===== src/hw/rtl/pin_gated_drive_command_parser_assert.svh =====
// Assertion macros used by the RTL of the drive command parser.
// Every use needs signals named clk and rst_n in the enclosing module.
`ifndef PIN_GATED_DRIVE_COMMAND_PARSER_ASSERT_SVH
`define PIN_GATED_DRIVE_COMMAND_PARSER_ASSERT_SVH
`ifndef NO_ASSERTIONS
`define PGDCP_ASSERT(lbl, prop) \
  lbl: assert property (@(posedge clk) disable iff (!rst_n) prop) \
    else $error("pgdcp assertion failed");
`define PGDCP_ASSERT_NEXT(lbl, ante, cons) \
  lbl: assert property (@(posedge clk) disable iff (!rst_n) (ante) |=> (cons)) \
    else $error("pgdcp assertion failed");
`else
`define PGDCP_ASSERT(lbl, prop)
`define PGDCP_ASSERT_NEXT(lbl, ante, cons)
`endif
`endif


===== src/hw/rtl/pgdcp_pkg.sv =====
// Package for the drive command parser: item and result types, frame
// positions, character and drive codes, and the drive decode function.
// Depends on nothing.
package pgdcp_pkg;

  localparam logic [7:0] CH_START = 8'h5E;
  localparam logic [7:0] CH_ZERO  = 8'h30;
  localparam logic [7:0] CH_EIGHT = 8'h38;
  localparam logic [7:0] CH_W     = 8'h57;
  localparam logic [7:0] CH_F     = 8'h46;
  localparam logic [7:0] CH_B     = 8'h42;
  localparam logic [7:0] CH_R     = 8'h52;
  localparam logic [7:0] CH_L     = 8'h4C;
  localparam logic [7:0] CH_I     = 8'h49;
  localparam logic [7:0] CH_E     = 8'h45;
  localparam logic [7:0] CH_A     = 8'h41;

  localparam logic [31:0] PIN_RESET = 32'h3132_3231;

  localparam logic        CMD_BYTE = 1'b0;
  localparam logic        CMD_TICK = 1'b1;

  localparam logic [2:0] DRV_STOP    = 3'd0;
  localparam logic [2:0] DRV_FWD     = 3'd1;
  localparam logic [2:0] DRV_REV     = 3'd2;
  localparam logic [2:0] DRV_CW      = 3'd3;
  localparam logic [2:0] DRV_CCW     = 3'd4;
  localparam logic [2:0] DRV_AUTO    = 3'd5;
  localparam logic [2:0] DRV_ARRIVED = 3'd6;
  localparam logic [2:0] DRV_NONE    = 3'd7;

  typedef enum logic [3:0] {
    FP_HUNT = 4'd0,
    FP_PIN1 = 4'd1,
    FP_PIN2 = 4'd2,
    FP_PIN3 = 4'd3,
    FP_PIN4 = 4'd4,
    FP_DIR  = 4'd5,
    FP_HUND = 4'd6,
    FP_TENS = 4'd7,
    FP_LAST = 4'd8
  } fpos_t;

  typedef struct packed {
    logic       cmd;
    logic [7:0] rx_byte;
  } item_t;

  typedef struct packed {
    logic        accepted;
    logic        frame_done;
    logic [7:0]  command;
    logic [2:0]  drive;
    logic [15:0] set_time;
    logic [15:0] elapsed;
    logic [7:0]  pad_code;
    logic [15:0] intercept_kind;
    logic        course_begun;
  } res_t;

  function automatic logic [2:0] drive_of(input logic [7:0] c, input logic [7:0] pad);
    logic [2:0] d;
    case (c)
      CH_W:    d = DRV_STOP;
      CH_F:    d = DRV_FWD;
      CH_B:    d = DRV_REV;
      CH_R:    d = DRV_CW;
      CH_L:    d = DRV_CCW;
      CH_I:    d = DRV_AUTO;
      CH_E:    d = DRV_AUTO;
      CH_A:    d = (pad == CH_EIGHT) ? DRV_AUTO : DRV_ARRIVED;
      default: d = DRV_NONE;
    endcase
    return d;
  endfunction

endpackage


===== src/hw/rtl/pgdcp_core.sv =====
// Parser state and its one-pass update for each item: frame hunt, command,
// timer and timeout check. Depends on pgdcp_pkg and the assertion header.
`include "pin_gated_drive_command_parser_assert.svh"

module pgdcp_core
  import pgdcp_pkg::*;
(
  input  logic        clk,
  input  logic        rst_n,
  input  logic        fire,
  input  item_t       item,
  input  logic [31:0] pin_code,
  output res_t        res
);

  localparam logic [15:0] TIME_BIAS = 16'(CH_ZERO) * 16'd111;

  fpos_t       fp_r, fp_nxt;
  logic [7:0]  dir_r, dir_nxt;
  logic [7:0]  hund_r, hund_nxt;
  logic [7:0]  tens_r, tens_nxt;
  logic [7:0]  cmd_r, cmd_nxt;
  logic [15:0] dur_r, dur_nxt;
  logic [15:0] tick_r, tick_nxt;
  logic [7:0]  pad_r, pad_nxt;
  logic [15:0] icpt_r, icpt_nxt;
  logic        started_r, started_nxt;
  logic        acc, done;
  logic [7:0]  b;
  logic [7:0]  pin_sel;
  logic [15:0] dur_calc;

  assign b = item.rx_byte;
  assign dur_calc = 16'(hund_r) * 16'd100 + 16'(tens_r) * 16'd10 + 16'(b) - TIME_BIAS;

  always_comb begin
    case (fp_r)
      FP_PIN1: pin_sel = pin_code[31:24];
      FP_PIN2: pin_sel = pin_code[23:16];
      FP_PIN3: pin_sel = pin_code[15:8];
      default: pin_sel = pin_code[7:0];
    endcase
  end

  always_comb begin
    fp_nxt      = fp_r;
    dir_nxt     = dir_r;
    hund_nxt    = hund_r;
    tens_nxt    = tens_r;
    cmd_nxt     = cmd_r;
    dur_nxt     = dur_r;
    tick_nxt    = tick_r;
    pad_nxt     = pad_r;
    icpt_nxt    = icpt_r;
    started_nxt = started_r;
    acc         = 1'b0;
    done        = 1'b0;
    if (fire) begin
      if (item.cmd == CMD_TICK) begin
        if (tick_r != 16'hFFFF) begin
          tick_nxt = tick_r + 16'd1;
        end
      end else if (cmd_r inside {CH_W, CH_A, CH_I}) begin
        acc = 1'b1;
        case (fp_r)
          FP_HUNT: begin
            if (b == CH_START) fp_nxt = FP_PIN1;
          end
          FP_PIN1, FP_PIN2, FP_PIN3, FP_PIN4: begin
            if (b == pin_sel) begin
              fp_nxt = fpos_t'(fp_r + 4'd1);
            end else begin
              fp_nxt = (b == CH_START) ? FP_PIN1 : FP_HUNT;
            end
          end
          FP_DIR: begin
            dir_nxt = b;
            fp_nxt  = FP_HUND;
          end
          FP_HUND: begin
            hund_nxt = b;
            fp_nxt   = FP_TENS;
          end
          FP_TENS: begin
            tens_nxt = b;
            fp_nxt   = FP_LAST;
          end
          FP_LAST: begin
            done        = 1'b1;
            cmd_nxt     = dir_r;
            tick_nxt    = 16'd0;
            dur_nxt     = dur_calc;
            started_nxt = 1'b1;
            fp_nxt      = FP_HUNT;
            if (dir_r == CH_A) pad_nxt = b;
            if (dir_r == CH_I) icpt_nxt = 16'(b) - 16'(CH_ZERO);
          end
          default: fp_nxt = FP_HUNT;
        endcase
      end
      // A timed move falls back to wait once its time has run out.
      if ((cmd_nxt inside {CH_F, CH_B, CH_R, CH_L}) && (tick_nxt >= dur_nxt)) begin
        cmd_nxt = CH_W;
      end
    end
  end

  always_ff @(posedge clk) begin
    if (!rst_n) begin
      fp_r      <= FP_HUNT;
      dir_r     <= 8'd0;
      hund_r    <= 8'd0;
      tens_r    <= 8'd0;
      cmd_r     <= CH_W;
      dur_r     <= 16'd0;
      tick_r    <= 16'd0;
      pad_r     <= CH_ZERO;
      icpt_r    <= 16'd0;
      started_r <= 1'b0;
    end else begin
      fp_r      <= fp_nxt;
      dir_r     <= dir_nxt;
      hund_r    <= hund_nxt;
      tens_r    <= tens_nxt;
      cmd_r     <= cmd_nxt;
      dur_r     <= dur_nxt;
      tick_r    <= tick_nxt;
      pad_r     <= pad_nxt;
      icpt_r    <= icpt_nxt;
      started_r <= started_nxt;
    end
  end

  always_comb begin
    res.accepted       = acc;
    res.frame_done     = done;
    res.command        = cmd_nxt;
    res.drive          = drive_of(cmd_nxt, pad_nxt);
    res.set_time       = dur_nxt;
    res.elapsed        = tick_nxt;
    res.pad_code       = pad_nxt;
    res.intercept_kind = icpt_nxt;
    res.course_begun   = started_nxt;
  end

  `PGDCP_ASSERT(a_done_is_accepted, res.frame_done |-> res.accepted)
  `PGDCP_ASSERT(a_tick_not_accepted, (fire && item.cmd == CMD_TICK) |-> !res.accepted)
  `PGDCP_ASSERT_NEXT(a_frame_starts_course, fire && res.frame_done, started_r && fp_r == FP_HUNT)
  `PGDCP_ASSERT(a_timed_not_expired, (fire && (res.command == CH_F || res.command == CH_B || res.command == CH_R || res.command == CH_L)) |-> (res.elapsed < res.set_time))

endmodule


===== src/hw/rtl/pin_gated_drive_command_parser.sv =====
// Channel  Direction  Ports
// in       input      in_valid, in_ready, in_cmd, in_rx_byte
// out      output     out_valid, out_ready, out_accepted ... out_course_begun
// cfg      input      cfg_valid, cfg_ready, cfg_pin_code
// One item per cycle is sustained while out_ready is high; each item passes
// through the input register and then the result register before its result leaves.
// The PIN register is always ready and resets to "1221".
// Synchronous active-low reset clears the parser state and both valid flags.
// A stalled result register holds the input register, which stops in_ready.
// Top level of the drive command parser. Depends on pgdcp_pkg and pgdcp_core.
module pin_gated_drive_command_parser
  import pgdcp_pkg::*;
(
  input  logic        clk,
  input  logic        rst_n,
  input  logic        in_valid,
  output logic        in_ready,
  input  logic        in_cmd,
  input  logic [7:0]  in_rx_byte,
  output logic        out_valid,
  input  logic        out_ready,
  output logic        out_accepted,
  output logic        out_frame_done,
  output logic [7:0]  out_command,
  output logic [2:0]  out_drive,
  output logic [15:0] out_set_time,
  output logic [15:0] out_elapsed,
  output logic [7:0]  out_pad_code,
  output logic [15:0] out_intercept_kind,
  output logic        out_course_begun,
  input  logic        cfg_valid,
  output logic        cfg_ready,
  input  logic [31:0] cfg_pin_code
);

  logic        in_vld_r;
  item_t       in_item_r;
  logic        out_vld_r;
  res_t        out_res_r;
  res_t        res;
  logic [31:0] pin_r;
  logic        advance;

  assign advance   = in_vld_r && (!out_vld_r || out_ready);
  assign in_ready  = !in_vld_r || advance;
  assign cfg_ready = 1'b1;

  always_ff @(posedge clk) begin
    if (!rst_n) begin
      in_vld_r  <= 1'b0;
      out_vld_r <= 1'b0;
      pin_r     <= PIN_RESET;
    end else begin
      if (in_ready) in_vld_r <= in_valid;
      if (advance) begin
        out_vld_r <= 1'b1;
      end else if (out_ready) begin
        out_vld_r <= 1'b0;
      end
      if (cfg_valid) pin_r <= cfg_pin_code;
    end
  end

  always_ff @(posedge clk) begin
    if (in_valid && in_ready) begin
      in_item_r.cmd     <= in_cmd;
      in_item_r.rx_byte <= in_rx_byte;
    end
    if (advance) out_res_r <= res;
  end

  pgdcp_core u_core (
    .clk      (clk),
    .rst_n    (rst_n),
    .fire     (advance),
    .item     (in_item_r),
    .pin_code (pin_r),
    .res      (res)
  );

  assign out_valid          = out_vld_r;
  assign out_accepted       = out_res_r.accepted;
  assign out_frame_done     = out_res_r.frame_done;
  assign out_command        = out_res_r.command;
  assign out_drive          = out_res_r.drive;
  assign out_set_time       = out_res_r.set_time;
  assign out_elapsed        = out_res_r.elapsed;
  assign out_pad_code       = out_res_r.pad_code;
  assign out_intercept_kind = out_res_r.intercept_kind;
  assign out_course_begun   = out_res_r.course_begun;

endmodule

===== config.mk =====
export PLATFORM = sky130hd
export DESIGN_NAME = pin_gated_drive_command_parser
export DESIGN_NICKNAME = d
export VERILOG_FILES = /design/src/hw/rtl/pgdcp_pkg.sv /design/src/hw/rtl/pgdcp_core.sv /design/src/hw/rtl/pin_gated_drive_command_parser.sv
export VERILOG_INCLUDE_DIRS = /design/src /design/src/hw/rtl
export SDC_FILE = /design/constraint.sdc
export NUM_CORES = 1
export LEC_CHECK = 0
export BUFFER_PORTS_ARGS = -buffer_cell sky130_fd_sc_hd__clkbuf_2
export CORE_UTILIZATION = 45
export CTS_CLUSTER_DIAMETER = 40
export DETAILED_ROUTE_END_ITERATION = 7
export GPL_TIMING_DRIVEN = 0
export HOLD_SLACK_MARGIN = 0.02
export PLACE_DENSITY = 0.66
export SYNTH_ARGS = -nofsm -noshare
export SYNTH_HDL_FRONTEND = slang
export SYNTH_SLANG_ARGS = --single-unit

===== constraint.sdc =====
create_clock -name clk -period 5.3 [get_ports clk]
set_clock_uncertainty 0.05 [all_clocks]
set_input_delay 0.795 -clock clk [delete_from_list [all_inputs] [get_ports clk]]
set_output_delay 0.795 -clock clk [all_outputs]
set_load 0.02 [all_outputs]

==> results_dict.tcl <==
set metrics [dict create \
    grt_max_degree 46 \
    crit_type "flop to flop" \
    vias 9068 \
    grt_pass1_wl_um 43800 \
    layout_min_cycle_time_ns 5.60 \
    worstPathArrival_ns 5.83 \
    dr.pass1.iters 4 \
    synth_cells 1152 \
    cts_tree "built" \
    startpoint_type "flop" \
    max_cap_viol_count 0 \
    synthFlopType "dfxtp_1" \
    avgSynthCellArea_sq_um 9.68 \
    synth_top_cell_by_area "dfxtp_1" \
    multiInputGateArea_sq_um 6170 \
    synth.yosys.seq_area_share_pct 44.1 \
    crit_fanout 5 \
    antenna_cells 0 \
    drc_errors 0 \
    status "complete, but fails checks" \
    power.net_switching_mw 0.971 \
    vdd_drop_max_mv 0.251 \
    crit_slowest_cell "fa_1" \
    slew_headroom_pct 44.6 \
    io_buffer_count 116 \
    powerDensity_nw_per_um2 286 \
    setup_slack_ns -0.295 \
    initial_core_util_pct 45.8 \
    clkPwrFrac_pct 50.5 \
    wl_um 28000 \
    fmax_mhz 179 \
    required_ns 5.53 \
    ios 119 \
    synth_top_cell_area_share_pct 22.8 \
    setup_viol 13 \
    drtIter0Drc 564 \
    die_y_um 159 \
    synth-seq-cells 206 \
    post-place-ws_ns -0.856 \
    fin_nets 1464 \
    grt_overflow_total 0 \
    internal_power_mw 2.94 \
    h-tree-depth 1 \
    comb_power_share_pct 5.8 \
    power_frac_seq_pct 43.6 \
    dp_cells 1593 \
    synth_edf_count 79 \
    hold_viol_final 0 \
    mostFrequentLayoutCells "nand2_1, dfxtp_1, clkbuf_2" \
    power_mw 3.91 \
    hp-class "input port to flop" \
    grt_use_total_pct 21.4 \
    dpl-instance-area_sq_um 12200 \
    clk-insertion-delay-late_ns 0.56 \
    clock_sinks 206 \
    cts-root-buf "clkbuf_16" \
    drv_slew 0 \
    switching_share_pct 24.8 \
    worst_path_largest_cell_delay_ns 0.50 \
    post_drt_wl_per_cell_um 16.8 \
    p_leak_nw 5.86 \
    period_share_pct 106 \
    worst_pin_slew_ns 0.831 \
    final_area_sq_um 13700 \
    via_per_inst 5.45 \
    async_flop_share_pct 0 \
    cts_max_path_buffers 3 \
    synth_cell_types 77 \
    clk_pin_slew_worst_paths_ns 0.06 \
    dieArea_sq_um 25400 \
    die_w_um 159 \
    numCtsBuffers 30 \
    utilization_pct 56.3 \
    ys.warnings.count 0 \
    layout_commonest_cell "nand2_1" \
    antenna_found_initial 1 \
    grt_pass1_vias 8557 \
    drive_gt1_share_pct 21.7 \
    yosys-top-cells-area "dfxtp_1, edfxtp_1, ha_1" \
    core_area_sq_um 24300 \
    fillers 2078 \
    final_antenna_net_count 0 \
    ctsHoldBuffers 0 \
    rsz0062_at_grt "true" \
    synth_area_sq_um 11100 \
    rows 57 \
    end_kind "flop" \
    regArea_sq_um 4930 \
    violations "setup timing" \
    synth_fp_nets 1301 \
    dp_hpwl_um 20300 \
    cp_common_cell "ha_1" \
    area_growth_pct 22.9 \
    instances_no_fill 1663 \
    place_congestion 0.927 \
]
==> final cells by class <==
type	count	share of cell area (%)
buffer	57	1.77
clock buffer	31	5.51
clock inverter	25	2.00
inverter	54	1.48
multi-input combinational	835	45.1
sequential	206	36.0
tap	324	2.96
timing repair buffer	131	5.23
==> routing by layer <==
layer | vias to the layer above | global-route usage, % | part of all wire, %
met1 | 4248 | 27.6 | 44
met3 | 64 | 3.72 | 6.0
met5 | - | 0 | 0.039
met4 | 2 | 7.91 | 3.3
li1 | 4437 | - | -
met2 | 317 | 36.0 | 47
==> power by group through the flow <==
stage	clock [mW]	sequential, mW	combinational, mW
final	1.98	1.71	0.228
after global routing	2.08	1.71	0.247
after CTS	2.01	1.71	0.226
after detailed placement	0	1.74	0.222
after global placement	0	1.74	0.219
after floorplan	0	1.77	0.108
==> registers in the layout, summed over array words and instances, names as in the netlist, 9 cells and up <==
register	cells
pin_r	32
u_core.tick_r	16
out_set_time	16
u_core.icpt_r	16
u_core.dur_r	16
out_elapsed	16
out_intercept_kind	16
in_item_r	9
==> per-stage QoR <==
step	TNS [ns]	hold WS, ns
final	-3.39	0.359
after global routing	-6.26	0.355
after global placement	-39.89	0.406
after CTS	-5.82	0.341
after detailed placement	-9.06	0.419
after floorplan	0	0.390
==> critical path: cells and delay by family (launching register included) <==
family                   cells  cell delay [ns]
AND/OR/NAND/NOR              4             0.66
adder cells (fa/ha/maj)      8             2.51
AO/OA/AOI/OAI                7             0.99
buffers and inverters        7             0.48
flip-flops                   1             0.36
XOR/XNOR                     2             0.29
==> synth_stat cells (4+ instances only) <==
| library cell | number |
|---|---|
| a311oi_1 | 4 |
| a21o_1 | 23 |
| xnor2_1 | 15 |
| inv_1 | 53 |
| buf_2 | 5 |
| fa_1 | 11 |
| nand2_1 | 172 |
| a221o_1 | 8 |
| o21ai_0 | 42 |
| a31oi_1 | 19 |
| o21a_1 | 4 |
| mux2_2 | 18 |
| nor2_1 | 76 |
| a21oi_1 | 70 |
| xor2_1 | 14 |
| edfxtp_1 | 79 |
| o21bai_1 | 5 |
| clkbuf_1 | 39 |
| o2111ai_1 | 4 |
| and4_1 | 4 |
| a32oi_1 | 6 |
| nand2b_1 | 8 |
| buf_1 | 9 |
| ha_1 | 92 |
| and3_1 | 6 |
| mux2i_1 | 42 |
| or3_1 | 8 |
| o31ai_1 | 5 |
| a22oi_1 | 11 |
| and2_1 | 59 |
| dfxtp_1 | 127 |
| nand4_1 | 4 |
| nor3_1 | 13 |
| a211oi_1 | 9 |
| nand3_1 | 29 |
| nor2b_1 | 7 |
==> path summary, 6_finish.rpt <==
path / to / cells past startpoint / slack, ns / startpoint
max: out_drive[0] / 28 / -0.30 / u_core.hund_r[4]
min: in_item_r[0] / 1 / 0.36 / in_rx_byte[0]
max reg2reg: out_drive[0] / 28 / -0.30 / u_core.hund_r[4]
min reg2reg: u_core.dir_r[7] / 2 / 0.42 / u_core.dir_r[7]
==> what timing repair did <==
item | CTS | global route
resized for setup | 39 | 33
buffers inserted | 10 | 4
pin swaps | 25 | 24
setup endpoints to repair | 13 | 13
==> cell families after synthesis <==
| kind of cell | share of synthesized area (%) |
|---|---|
| adders and majority gates | 12.3 |
| xor gates and xnor gates | 2.28 |
| muxes | 5.59 |
| buffers and inverters | 3.96 |
| and+or+nand+nor | 17.7 |
| other | 0.0336 |
| AOI/OAI and AO/OA | 14.0 |
| DFF | 44.1 |
(Power assumes the default switching activity.)
